### config.mk
export PLATFORM = sky130hd
export DESIGN_NAME = integer_text_scanner_unit_flat
export DESIGN_NICKNAME = d
export VERILOG_FILES = /design/src/itsu_pkg.sv /design/src/itsu_if.sv /design/src/integer_text_scanner_unit.sv /design/src/flat_wrapper.sv
export SDC_FILE = /design/constraint.sdc
export NUM_CORES = 1
export LEC_CHECK = 0
export ABC_CLOCK_PERIOD_IN_PS = 8000
export BUFFER_PORTS_ARGS = -buffer_cell sky130_fd_sc_hd__buf_2
export CORE_UTILIZATION = 55
export DETAILED_ROUTE_END_ITERATION = 16
export PLACE_DENSITY = 0.72
export SYNTH_ARGS = -nofsm -noshare
export SYNTH_HDL_FRONTEND = slang
export SYNTH_SLANG_ARGS = --single-unit
### constraint.sdc
create_clock -name clk -period 8 [get_ports clk]
set_input_delay 1.2 -clock clk [delete_from_list [all_inputs] [get_ports clk]]
set_output_delay 1.2 -clock clk [all_outputs]
set_load 0.05 [all_outputs]
### src/itsu_pkg.sv
package itsu_pkg;

    // Field widths of the text and result channels
    localparam int BYTE_W  = 8;
    localparam int MAG_W   = 64;

    // Configuration register widths
    localparam int BASE_W  = 6;
    localparam int LIMIT_W = 8;
    localparam int DATA_W  = 8;
    localparam int INDEX_W = 1;

    // Configuration register indexes
    localparam logic [INDEX_W-1:0] REG_BASE_MODE = 1'd0;
    localparam logic [INDEX_W-1:0] REG_MAX_WIDTH = 1'd1;

    // Digit value of a byte that is no digit at all
    localparam int DIGIT_W = 7;
    localparam logic [DIGIT_W-1:0] NOT_A_DIGIT = 7'd64;

    // Characters with a role of their own
    localparam logic [BYTE_W-1:0] CH_SPACE = 8'h20;
    localparam logic [BYTE_W-1:0] CH_TAB   = 8'h09;
    localparam logic [BYTE_W-1:0] CH_LF    = 8'h0a;
    localparam logic [BYTE_W-1:0] CH_VT    = 8'h0b;
    localparam logic [BYTE_W-1:0] CH_FF    = 8'h0c;
    localparam logic [BYTE_W-1:0] CH_CR    = 8'h0d;
    localparam logic [BYTE_W-1:0] CH_PLUS  = 8'h2b;
    localparam logic [BYTE_W-1:0] CH_MINUS = 8'h2d;
    localparam logic [BYTE_W-1:0] CH_ZERO  = 8'h30;
    localparam logic [BYTE_W-1:0] CH_NINE  = 8'h39;
    localparam logic [BYTE_W-1:0] CH_UP_A  = 8'h41;
    localparam logic [BYTE_W-1:0] CH_UP_B  = 8'h42;
    localparam logic [BYTE_W-1:0] CH_UP_X  = 8'h58;
    localparam logic [BYTE_W-1:0] CH_UP_Z  = 8'h5a;
    localparam logic [BYTE_W-1:0] CH_LO_A  = 8'h61;
    localparam logic [BYTE_W-1:0] CH_LO_B  = 8'h62;
    localparam logic [BYTE_W-1:0] CH_LO_X  = 8'h78;
    localparam logic [BYTE_W-1:0] CH_LO_Z  = 8'h7a;

    // Bases that the prefix logic treats specially
    localparam logic [BASE_W-1:0] BASE_AUTO = 6'd0;
    localparam logic [BASE_W-1:0] BASE_BIN  = 6'd2;
    localparam logic [BASE_W-1:0] BASE_OCT  = 6'd8;
    localparam logic [BASE_W-1:0] BASE_DEC  = 6'd10;
    localparam logic [BASE_W-1:0] BASE_HEX  = 6'd16;

    function automatic logic blank_byte(input logic [BYTE_W-1:0] c);
        return (c == CH_SPACE) || (c == CH_TAB) || (c == CH_LF) ||
               (c == CH_CR) || (c == CH_VT) || (c == CH_FF);
    endfunction

    function automatic logic [DIGIT_W-1:0] digit_value(input logic [BYTE_W-1:0] c);
        logic [DIGIT_W-1:0] d;
        d = NOT_A_DIGIT;
        if (c >= CH_ZERO && c <= CH_NINE)
        begin
            d = DIGIT_W'(c - CH_ZERO);
        end
        else if (c >= CH_LO_A && c <= CH_LO_Z)
        begin
            d = DIGIT_W'(c - CH_LO_A) + DIGIT_W'(10);
        end
        else if (c >= CH_UP_A && c <= CH_UP_Z)
        begin
            d = DIGIT_W'(c - CH_UP_A) + DIGIT_W'(10);
        end
        return d;
    endfunction

endpackage

### src/itsu_if.sv
// Text channel: one byte of the stream per word
interface itsu_text_if;
    logic                        valid;
    logic                        ready;
    logic [itsu_pkg::BYTE_W-1:0] byte_in;
    logic                        end_of_input;

    modport source (output valid, output byte_in, output end_of_input, input ready);
    modport sink   (input valid, input byte_in, input end_of_input, output ready);
endinterface

// Result channel: one verdict per text word
interface itsu_result_if;
    logic                       valid;
    logic                       ready;
    logic                       taken;
    logic                       done_res;
    logic                       invalid;
    logic                       negative;
    logic [itsu_pkg::MAG_W-1:0] magnitude;

    modport source (output valid, output taken, output done_res, output invalid,
                    output negative, output magnitude, input ready);
    modport sink   (input valid, input taken, input done_res, input invalid,
                    input negative, input magnitude, output ready);
endinterface

### src/integer_text_scanner_unit.sv
// Integer text scanner.
// The text channel carries one stream byte per word (or an end-of-input
// mark); the result channel returns exactly one word for each text word.
// taken says whether the byte was consumed: if not, the source presents the
// same byte again. done_res closes a number and then carries invalid,
// negative and the 64-bit magnitude; the scanner then starts over on the
// next number. base_mode and max_width are written through wr_en, wr_index
// and wr_data; the user must do so only while the scanner is idle, as the
// block itself does not enforce it. A text word is registered at the input;
// its result is then loaded into the output register and offered from there.
// Throughput: one word per cycle while the result port is not stalled, set
// by the single multiply-add step on the registered accumulator.
// A stalled result port holds the output register; the input register still
// takes one more word if it is empty, then text.ready drops until the result
// is taken. Reset clears the valid flags of both registers, the scan state
// and the configuration (base_mode 0, max_width 0).
module integer_text_scanner_unit (
    input  logic                              clk,
    input  logic                              rst_n,
    itsu_text_if.sink                         text,
    itsu_result_if.source                     result,
    input  logic                              wr_en,
    input  logic [itsu_pkg::INDEX_W-1:0]      wr_index,
    input  logic [itsu_pkg::DATA_W-1:0]       wr_data
);

    typedef enum logic [3:0] {
        PH_SKIP       = 4'b0001,
        PH_PREFIX     = 4'b0010,
        PH_AFTER_ZERO = 4'b0100,
        PH_DIGITS     = 4'b1000
    } phase_t;

    localparam int MAG_W   = itsu_pkg::MAG_W;
    localparam int BASE_W  = itsu_pkg::BASE_W;
    localparam int LIMIT_W = itsu_pkg::LIMIT_W;
    localparam int PROD_W  = MAG_W + BASE_W;
    localparam logic [LIMIT_W-1:0] COUNT_MAX = '1;

    // Configuration
    logic [BASE_W-1:0]  base_mode_reg;
    logic [LIMIT_W-1:0] max_width_reg;

    // Input register
    logic                        in_valid_reg;
    logic [itsu_pkg::BYTE_W-1:0] byte_reg;
    logic                        eoi_reg;

    // Scan state
    phase_t             phase_reg, phase_next;
    logic [MAG_W-1:0]   acc_reg, acc_next;
    logic [LIMIT_W-1:0] count_reg, count_next;
    logic [BASE_W-1:0]  wbase_reg, wbase_next;
    logic               saw_reg, saw_next;
    logic               minus_reg, minus_next;

    // Output register
    logic               out_valid_reg;
    logic               taken_reg, taken_next;
    logic               done_reg, done_next;
    logic               invalid_reg, invalid_next;
    logic               negative_reg, negative_next;
    logic [MAG_W-1:0]   mag_reg, mag_next;

    logic               out_free;
    logic               advance;
    logic [PROD_W-1:0]  prod_full;
    logic [MAG_W-1:0]   prod;

    assign out_free   = !out_valid_reg || result.ready;
    assign advance    = in_valid_reg && out_free;
    assign text.ready = !in_valid_reg || advance;

    // Accumulator is zero outside the digit phase, so the held base is enough
    assign prod_full = PROD_W'(acc_reg) * PROD_W'(wbase_reg);
    assign prod      = prod_full[MAG_W-1:0];

    // Configuration writes
    always_ff @(posedge clk or negedge rst_n)
    begin
        if (!rst_n)
        begin
            base_mode_reg <= '0;
            max_width_reg <= '0;
        end
        else if (wr_en)
        begin
            unique case (wr_index)
                itsu_pkg::REG_BASE_MODE: base_mode_reg <= wr_data[BASE_W-1:0];
                itsu_pkg::REG_MAX_WIDTH: max_width_reg <= wr_data[LIMIT_W-1:0];
                default:                 base_mode_reg <= base_mode_reg;
            endcase
        end
    end

    // One scan step on the registered word
    always_comb
    begin : scan_step
        logic                          have;
        logic [itsu_pkg::BYTE_W-1:0]   c;
        logic                          took;
        logic                          fin;
        logic [itsu_pkg::DIGIT_W-1:0]  d;
        logic                          room;

        have = !eoi_reg;
        c    = byte_reg;
        took = 1'b0;
        fin  = 1'b0;
        d    = itsu_pkg::NOT_A_DIGIT;
        room = 1'b0;

        phase_next = phase_reg;
        acc_next   = acc_reg;
        count_next = count_reg;
        wbase_next = wbase_reg;
        saw_next   = saw_reg;
        minus_next = minus_reg;

        // Skip blanks, take a sign
        if (phase_next == PH_SKIP)
        begin
            room = (max_width_reg == '0) || (count_next < max_width_reg);
            if (have && itsu_pkg::blank_byte(c))
            begin
                took = 1'b1;
            end
            else if (have && (c == itsu_pkg::CH_PLUS || c == itsu_pkg::CH_MINUS) && room)
            begin
                minus_next = (c == itsu_pkg::CH_MINUS);
                if (count_next != COUNT_MAX)
                    count_next = count_next + LIMIT_W'(1);
                phase_next = PH_PREFIX;
                took       = 1'b1;
            end
            else
            begin
                phase_next = PH_PREFIX;
            end
        end

        // Decide the base, take a leading zero
        if (!took && phase_next == PH_PREFIX)
        begin
            if (have && c == itsu_pkg::CH_ZERO &&
                (base_mode_reg == itsu_pkg::BASE_AUTO || base_mode_reg == itsu_pkg::BASE_HEX ||
                 base_mode_reg == itsu_pkg::BASE_BIN))
            begin
                wbase_next = base_mode_reg;
                saw_next   = 1'b1;
                if (count_next != COUNT_MAX)
                    count_next = count_next + LIMIT_W'(1);
                phase_next = PH_AFTER_ZERO;
                took       = 1'b1;
            end
            else
            begin
                wbase_next = (base_mode_reg == itsu_pkg::BASE_AUTO) ? itsu_pkg::BASE_DEC
                                                                    : base_mode_reg;
                phase_next = PH_DIGITS;
            end
        end

        // Take an x or b after the leading zero, or fall back to octal
        if (!took && phase_next == PH_AFTER_ZERO)
        begin
            if (have && (c == itsu_pkg::CH_LO_X || c == itsu_pkg::CH_UP_X) &&
                (wbase_next == itsu_pkg::BASE_AUTO || wbase_next == itsu_pkg::BASE_HEX))
            begin
                wbase_next = itsu_pkg::BASE_HEX;
                saw_next   = 1'b0;
                if (count_next != COUNT_MAX)
                    count_next = count_next + LIMIT_W'(1);
                took = 1'b1;
            end
            else if (have && (c == itsu_pkg::CH_LO_B || c == itsu_pkg::CH_UP_B) &&
                     wbase_next == itsu_pkg::BASE_AUTO)
            begin
                wbase_next = itsu_pkg::BASE_BIN;
                saw_next   = 1'b0;
                if (count_next != COUNT_MAX)
                    count_next = count_next + LIMIT_W'(1);
                took = 1'b1;
            end
            else if (wbase_next == itsu_pkg::BASE_AUTO)
            begin
                wbase_next = itsu_pkg::BASE_OCT;
            end
            phase_next = PH_DIGITS;
        end

        // Accumulate a digit or close the number
        if (!took && phase_next == PH_DIGITS)
        begin
            room = (max_width_reg == '0) || (count_next < max_width_reg);
            d    = have ? itsu_pkg::digit_value(c) : itsu_pkg::NOT_A_DIGIT;
            if (!have || !room || d >= itsu_pkg::DIGIT_W'(wbase_next))
            begin
                fin = 1'b1;
            end
            else
            begin
                acc_next = prod + MAG_W'(d);
                saw_next = 1'b1;
                if (count_next != COUNT_MAX)
                    count_next = count_next + LIMIT_W'(1);
                took = 1'b1;
            end
        end

        taken_next    = took;
        done_next     = fin;
        invalid_next  = fin && !saw_next;
        negative_next = fin && minus_next;
        mag_next      = fin ? acc_next : '0;

        // Start over after a finished number
        if (fin)
        begin
            phase_next = PH_SKIP;
            acc_next   = '0;
            count_next = '0;
            wbase_next = '0;
            saw_next   = 1'b0;
            minus_next = 1'b0;
        end
    end

    // Input register control
    always_ff @(posedge clk or negedge rst_n)
    begin
        if (!rst_n)
        begin
            in_valid_reg <= 1'b0;
        end
        else if (text.ready)
        begin
            in_valid_reg <= text.valid;
        end
    end

    // Input register payload
    always_ff @(posedge clk)
    begin
        if (text.ready && text.valid)
        begin
            byte_reg <= text.byte_in;
            eoi_reg  <= text.end_of_input;
        end
    end

    // Scan state, advanced once per word
    always_ff @(posedge clk or negedge rst_n)
    begin
        if (!rst_n)
        begin
            phase_reg <= PH_SKIP;
            acc_reg   <= '0;
            count_reg <= '0;
            wbase_reg <= '0;
            saw_reg   <= 1'b0;
            minus_reg <= 1'b0;
        end
        else if (advance)
        begin
            phase_reg <= phase_next;
            acc_reg   <= acc_next;
            count_reg <= count_next;
            wbase_reg <= wbase_next;
            saw_reg   <= saw_next;
            minus_reg <= minus_next;
        end
    end

    // Output register control
    always_ff @(posedge clk or negedge rst_n)
    begin
        if (!rst_n)
        begin
            out_valid_reg <= 1'b0;
        end
        else if (out_free)
        begin
            out_valid_reg <= in_valid_reg;
        end
    end

    // Output register payload, held while stalled
    always_ff @(posedge clk)
    begin
        if (advance)
        begin
            taken_reg    <= taken_next;
            done_reg     <= done_next;
            invalid_reg  <= invalid_next;
            negative_reg <= negative_next;
            mag_reg      <= mag_next;
        end
    end

    assign result.valid     = out_valid_reg;
    assign result.taken     = taken_reg;
    assign result.done_res  = done_reg;
    assign result.invalid   = invalid_reg;
    assign result.negative  = negative_reg;
    assign result.magnitude = mag_reg;

endmodule

### src/flat_wrapper.sv
// flat-port wrapper written by rule: the top's interface ports become plain ports
module integer_text_scanner_unit_flat 
  (clk, rst_n, wr_en, wr_index, wr_data, text_valid, text_byte_in, text_end_of_input, text_ready, result_valid, result_taken, result_done_res, result_invalid, result_negative, result_magnitude, result_ready);
  itsu_text_if text_i ();
  itsu_result_if result_i ();
  input  logic clk;
  input  logic rst_n;
  input  logic wr_en;
  input  logic [itsu_pkg::INDEX_W-1:0] wr_index;
  input  logic [itsu_pkg::DATA_W-1:0] wr_data;
  input wire logic [$bits(text_i.valid)-1:0] text_valid;
  input wire logic [$bits(text_i.byte_in)-1:0] text_byte_in;
  input wire logic [$bits(text_i.end_of_input)-1:0] text_end_of_input;
  output wire logic [$bits(text_i.ready)-1:0] text_ready;
  output wire logic [$bits(result_i.valid)-1:0] result_valid;
  output wire logic [$bits(result_i.taken)-1:0] result_taken;
  output wire logic [$bits(result_i.done_res)-1:0] result_done_res;
  output wire logic [$bits(result_i.invalid)-1:0] result_invalid;
  output wire logic [$bits(result_i.negative)-1:0] result_negative;
  output wire logic [$bits(result_i.magnitude)-1:0] result_magnitude;
  input wire logic [$bits(result_i.ready)-1:0] result_ready;
  assign text_i.valid = text_valid;
  assign text_i.byte_in = text_byte_in;
  assign text_i.end_of_input = text_end_of_input;
  assign text_ready = text_i.ready;
  assign result_valid = result_i.valid;
  assign result_taken = result_i.taken;
  assign result_done_res = result_i.done_res;
  assign result_invalid = result_i.invalid;
  assign result_negative = result_i.negative;
  assign result_magnitude = result_i.magnitude;
  assign result_i.ready = result_ready;
  integer_text_scanner_unit u_core (.clk(clk), .rst_n(rst_n), .text(text_i), .result(result_i), .wr_en(wr_en), .wr_index(wr_index), .wr_data(wr_data));
endmodule
# Word-level counts from Yosys, hierarchy flattened
# Cells that the tools add are included.
# classes
n_lt_le_gt_ge,9
n_reduce_logical,49
muxes,61
addsub,10
bitwise,1
div_mod_pow,0
shifts,0
n_mul,1
eq_ne,24
# ops
cell,n
$mux 64,3
$mux 8,15
$add 64x7->64,1
$mul 64x6->64,1
$mux 6,8
$eq 8x4->1 const B,5
$mux 7,5
$add 8x1->8 const B,4
$eq 8x6->1 const B,4
$eq 8x7->1 const B,4
$ne 8x8->1 const B,4
$mux 1,24
$mux 4,6
$logic_and 1x1->1,19
$logic_or 1x1->1,17
$ge 8x7->1 const B,2
$le 8x7->1 const B,2
$lt 8x8->1,2
$add 7x4->7 const B,2
$sub 7x7->7 const B,2
$eq 6x5->1 const B,2
$logic_not 6->1,2
$ge 8x6->1 const B,1
$le 8x6->1 const B,1
other kinds (11),19
# word_totals
ff_bits,177
word_cells,172
latchBits,0
in_bits,23
out_inout_bits,70
memories,0
mem_bits_rw,0
rom_bits,0

# Logic depth before layout (Yosys ltp)
# logic_depth
word_depth,27
mapped_depth,35
depth_no_buf,32

# Worst setup path before layout
# OpenSTA, ideal clock, no wires.
# synth_path
path_kind,reg2reg
startpoint,register u_core.byte_reg[4] (netlist bit)
endpoint,"register u_core.mag_reg[59] (netlist: u_core.result.magnitude[59]), data pin"
setup_slack_ns,1.338
stages_incl_launch_ff,30
synth_period_minus_slack_ns,6.662
arrival_ns,6.407
n_path_buf,3
t_required_ns,7.745
cell_sequence,edfxtp_1 > inv_1 > ha_1 > or3b_4 > or3_4 > nor4b_2 > a21bo_2 > or4_4 > a211oi_4 > a41oi_2 > xnor2_2 > inv_1 > ha_1 > o21ai_0 > a31o_2 > nor2_4 > and3_1 > mux2i_2 > inv_1 > ha_1 > and4_1 > a21oi_1 > nand2_1 > a21oi_1 > nand3_1 > a31o_1 > buf_6 > buf_2 > buf_2 > and3_1
# synth_between
elab_chain_cells,25
# synth_lines
element,line_no,text
start: declaration,integer_text_scanner_unit.sv:46,logic [itsu_pkg::BYTE_W-1:0] byte_reg;
start signal: assignment,integer_text_scanner_unit.sv:247,byte_reg <= text.byte_in;
$eq 8x6->1 / $eq 8x4->1 (equally long branches),itsu_pkg.sv:49,return (c == CH_SPACE) || (c == CH_TAB) || (c == CH_LF) ||
$logic_or 1x1->1 (3 in series),itsu_pkg.sv:49,
$logic_or 1x1->1 (2 in series),itsu_pkg.sv:50,(c == CH_CR) || (c == CH_VT) || (c == CH_FF);
$logic_and 1x1->1,integer_text_scanner_unit.sv:124,if (have && itsu_pkg::blank_byte(c))
$mux 8,integer_text_scanner_unit.sv:124,
$mux 8,integer_text_scanner_unit.sv:121,if (phase_next == PH_SKIP)
$add 8x1->8 / $ne 8x8->1 (equally long branches),"integer_text_scanner_unit.sv:152, integer_text_scanner_unit.sv:151",
$mux 8,integer_text_scanner_unit.sv:151,if (count_next != COUNT_MAX)
(+5 left out),--,
$mux 8,integer_text_scanner_unit.sv:167,if (have && (c == itsu_pkg::CH_LO_X || c == itsu_pkg::CH_UP_X) &&
$mux 8,integer_text_scanner_unit.sv:165,if (!took && phase_next == PH_AFTER_ZERO)
$lt 8x8->1,integer_text_scanner_unit.sv:195,room = (max_width_reg == '0) || (count_next < max_width_reg);
$logic_or 1x1->1,integer_text_scanner_unit.sv:195,
$logic_not 1->1,integer_text_scanner_unit.sv:197,if (!have || !room || d >= itsu_pkg::DIGIT_W'(wbase_next))
$logic_or 1x1->1 (2 in series),integer_text_scanner_unit.sv:197,
$mux 64 / $mux 1 (equally long branches),integer_text_scanner_unit.sv:197,
$mux 64 / $mux 1 (equally long branches),integer_text_scanner_unit.sv:193,if (!took && phase_next == PH_DIGITS)
end signal: assignment,integer_text_scanner_unit.sv:297,mag_reg <= mag_next;
end: declaration,integer_text_scanner_unit.sv:63,"logic [MAG_W-1:0] mag_reg, mag_next;"
# Several ways; a longest one is shown, not always the timed one. The select of a mux whose other input is x is not followed.
# A chain may end at the register's enable or synchronous reset.

# Final worst setup path
# layout_path
startpoint,register u_core.byte_reg[4] (netlist bit)
endpoint,register u_core.count_reg[5]
# layout_between
elab_chain_cells,26
# layout_lines
element,line_no,text
$eq 8x6->1 / $eq 8x4->1 (equally long branches),itsu_pkg.sv:49,
$logic_or 1x1->1 (3 in series),itsu_pkg.sv:49,
$logic_or 1x1->1 (2 in series),itsu_pkg.sv:50,
$logic_and 1x1->1,integer_text_scanner_unit.sv:124,
$mux 8,integer_text_scanner_unit.sv:124,
$mux 8,integer_text_scanner_unit.sv:121,
$add 8x1->8 / $ne 8x8->1 (equally long branches),"integer_text_scanner_unit.sv:152, integer_text_scanner_unit.sv:151",
$mux 8,integer_text_scanner_unit.sv:151,
(+6 left out),--,
$mux 8,integer_text_scanner_unit.sv:165,
$lt 8x8->1,integer_text_scanner_unit.sv:195,
$logic_or 1x1->1,integer_text_scanner_unit.sv:195,
$logic_not 1->1,integer_text_scanner_unit.sv:197,
$logic_or 1x1->1 (2 in series),integer_text_scanner_unit.sv:197,
$mux 8 / $mux 1 (equally long branches),integer_text_scanner_unit.sv:197,
$mux 8 / $mux 1 (equally long branches),integer_text_scanner_unit.sv:193,
$mux 8 *,integer_text_scanner_unit.sv:218,if (fin)
end signal: assignment,integer_text_scanner_unit.sv:268,count_reg <= count_next;
end: declaration,integer_text_scanner_unit.sv:52,"logic [LIMIT_W-1:0] count_reg, count_next;"
# Every way passes the cells marked *; elsewhere a longest branch is shown, timed or not. The select of a mux whose other input is x is not followed.

==> summary.md <==
| Metric | Value |
|---|---|
| Status | finished, final reports clean |
| Post-synth EDFFs | 77 |
| Share of layout cells above drive strength 1 | 0.103 |
| Required @ worst endpoint | 8350 ps |
| Achievable frequency | approximately 130 MHz |
| Skew final | 16.2 ps |
| Mapped Nets | between 2000 and 3000 |
| Xor/xnor cell area share of the yosys netlist | 0.0333 |
| CTS buffer count | 17 |
| Critical path arrival | just under 8000 ps |
| Row count | 70 |
| Most frequent cell after synthesis | nand2_1 |
| Vias post-DR | 16571 |
| Clock-pin slew on the worst setup and hold paths | about 80 ps |
| Async SR Flop Fraction | 0.565 |
| Die area | 0.0385 sq mm |
| Post-synthesis mux area share | 0.0197 |
| Largest net degree at the start of global routing | between 80 and 90 |
| Min-delay src | u_core.minus_reg |
| Synth warn | 0 |
| Synth Instances | ~2300 |
| Die Ht | approximately 200 um |
| Vias per Instance | between 5 and 6 |
| Io pins | 93 |
| Slowest CP cell | mux2i_1 |
| Worst Hold Class | flop to flop |
| Detailed-placement wirelength estimate | a little under 40 mm |
| All-Layer GR Usage | 0.284 |
| Post-Place Cells | 2771 |
| Setup TNS | 0 ps |
| Cell Pwr Density | between 100 and 150 mW/mm^2 |
| Initial DRC Count | roughly 1400 |
| CP Max Fanout | 7 |
| Critical R2R Launch | u_core.byte_reg[4] |
| Total wire length | between 50 and 60 mm |
| Register area share after synthesis | 0.232 |
| Worst IR Drop VDD | ~160 uV |
| Routed Antenna Nets | 0 |
| Final period utilization | 0.941 |
| Root buf cell | clkbuf_16 |
| Yosys reg bits | between 150 and 200 |
| Top post-synthesis cells by area | fa_1, dfrtp_1, edfxtp_1 |
| First-pass GRT wire length | between 80 and 90 mm |
| Synth top cells by count | nand2_1, inv_1, fa_1 |
| Clk Latency, worst-skew pair | around 470 ps |
| Core Area | about 0.037 sq mm |
| Die width | between 150 and 200 um |
| WS Path Type | flop to flop |
| H-tree Lvls | 4 |
| Worst Setup Start Kind | flop |
| Drt drc | 0 |
| DRT Pass-1 Iters | 5 |
| Max Cap Viol | 0 |
| Least-Margin Pin Slew | between 1000 and 1500 ps |
| Final Slew Violations | 0 |
| Synth Flop Type | dfrtp_1 |
| P_leak | 0.0107 uW |
| Cts-stage hold buffer count | 0 |
| Mapped Area | around 0.021 sq mm |
| Compound-Gate Fraction of Synth Area | 0.125 |
| CP max stage delay | roughly 540 ps |
| Min Tclk post-route | about 7500 ps |
| P&R area growth vs syn | 6.82% |
| Distinct cells, synth | 100 |
| Main combinational cell family by area after synthesis | adder cells |
| Post-synthesis adder-cell area fraction | 0.330 |
| Starting density of the core | 0.562 |
| Cell Count, Final, Fillers Out | about 2800 |
| Crit-path leading delay family | simple AND/OR/NAND/NOR gates |
| Final nets | approximately 2700 |
| Yosys top cell area share | 0.233 |
| Setup crit end kind | flop |
| CTS tree | yes |
| Number of clock sinks | roughly 180 |
| Worst setup path startpoint | u_core.byte_reg[4] |
| Longest Clk Path Bufs | 2 |
| Routability congestion estimate | a little over 0.9 |
| DR WL/cell | approximately 18 um |
| Initial antenna violation count | 1 |
| Setup violators final | 0 |
| RSZ-0062 raised after global routing | no |
| Total grt overflow | 0 |
| Final Core Density | 0.600 |
| Vias in the first global route | roughly 17000 |
| Port Buffer Count | ~90 |
| Avg Inst Size Synth | around 9.0 sq um |
| Synth Area in Simple Gates | 0.186 |
| Largest area contributor in the netlist | fa_1 |
| Crit path buffers/inverters | 3 |
| Final hold vios | 0 |
| Max_slew headroom | 0.240 |
==> final cells by class <==
type                            count  area (sq um)
Fill cell                        3198         14700
Multi-Input combinational cell   1719         14400
Sequential cell                   177          4820
Inverter                          247           931
Timing Repair Buffer              128           749
Tap cell                          504           631
Clock buffer                       18           439
Clock inverter                     14           141
Antenna cell                        1          2.50
==> power breakdown <==
group	total, uW	leakage (uW)	internal, uW	switching [uW]
Combinational	1110	0.00831	298	807
Clock	862	0.000291	424	438
Sequential	1220	0.00210	1030	192
Total	3180	0.0107	1750	1440
==> stage by stage <==
step | total power [uW] | setup slack (ps) | hold slack (ps) | cell area [sq um]
global route | 3340 | 39.9 | 539 | 22100
CTS | 3190 | 439 | 498 | 22100
floorplan | 1920 | 1340 | 438 | 20700
global placement | 2300 | 645 | 449 | 21500
detailed placement | 2320 | 482 | 480 | 21500
finish | 3180 | 472 | 494 | 22100
==> timing repair <==
action / CTS / global route
buffers inserted: 0 / 4
gates resized for setup: 0 / 3
setup endpoints to repair: 0 / 47
==> final timing paths <==
| path | endpoint | cells past startpoint | slack, ps |
|---|---|---|---|
| max in group asynchronous | u_core.acc_reg[62] | 2 | 5990 |
| min | u_core.minus_reg | 2 | 490 |
| min in group asynchronous | u_core.base_mode_reg[4] | 1 | 740 |
| max reg2reg | u_core.count_reg[5] | 28 | 470 |
| min reg2reg | u_core.minus_reg | 2 | 490 |
| max | u_core.count_reg[5] | 28 | 470 |
==> routing by layer <==
layer  up-vias  wire length [um]  GRT usage  part of all wire
met1      8363             22900      0.391              0.44
met2       532             25000      0.468              0.48
met3        64              2990     0.0423             0.058
li1       7612                 -          -                 -
met4         0               862     0.0796             0.017
met5         -                 0          0                 0
==> worst reg2reg max path, delay by kind of cell (launching register included) <==
kind,cells,cell delay [ps]
buffers and inverters,3,420
flip-flops,1,480
AND/OR/NAND/NOR,9,2350
XOR/XNOR,1,100
multiplexers,3,1090
adder cells (fa/ha/maj),3,820
AO/OA/AOI/OAI,9,2140
==> cells in the final DEF, fill, tap and decap left out, drive strengths merged, types with 5 or more instances in the layout <==
master   Yosys  layout
mux2i       14      14
xor2        25      25
o2111ai      5       5
nand2      502     502
o41ai        5       5
nor4b        5       5
mux2        22      22
clkbuf      86      18
edfxtp      77      77
and3        79      79
nor2b       19      19
a22o        16      16
a211oi       9       9
nand2b      19      19
o21bai       7       7
nand4       24      24
inv        247     255
and2        30      30
nand3       36      36
a21oi       98      98
a31oi       15      15
o211ai       6       6
buf         66     128
nor2        57      57
fa         241     241
dfrtp       99      99
nor3        23      23
nor4         8       8
o21a         9       9
o31ai       51      51
a21o        54      54
ha         161     161
clkinv       0       6
o21ai       58      58
xnor2       53      53
==> cells by family after synthesis <==
family / after synthesis
AO/OA/AOI/OAI: 376
adder cells (fa/ha/maj): 402
buffers and inverters: 399
multiplexers: 36
AND/OR/NAND/NOR: 827
XOR/XNOR: 78
flip-flops: 177
(Power assumes the default switching activity.)
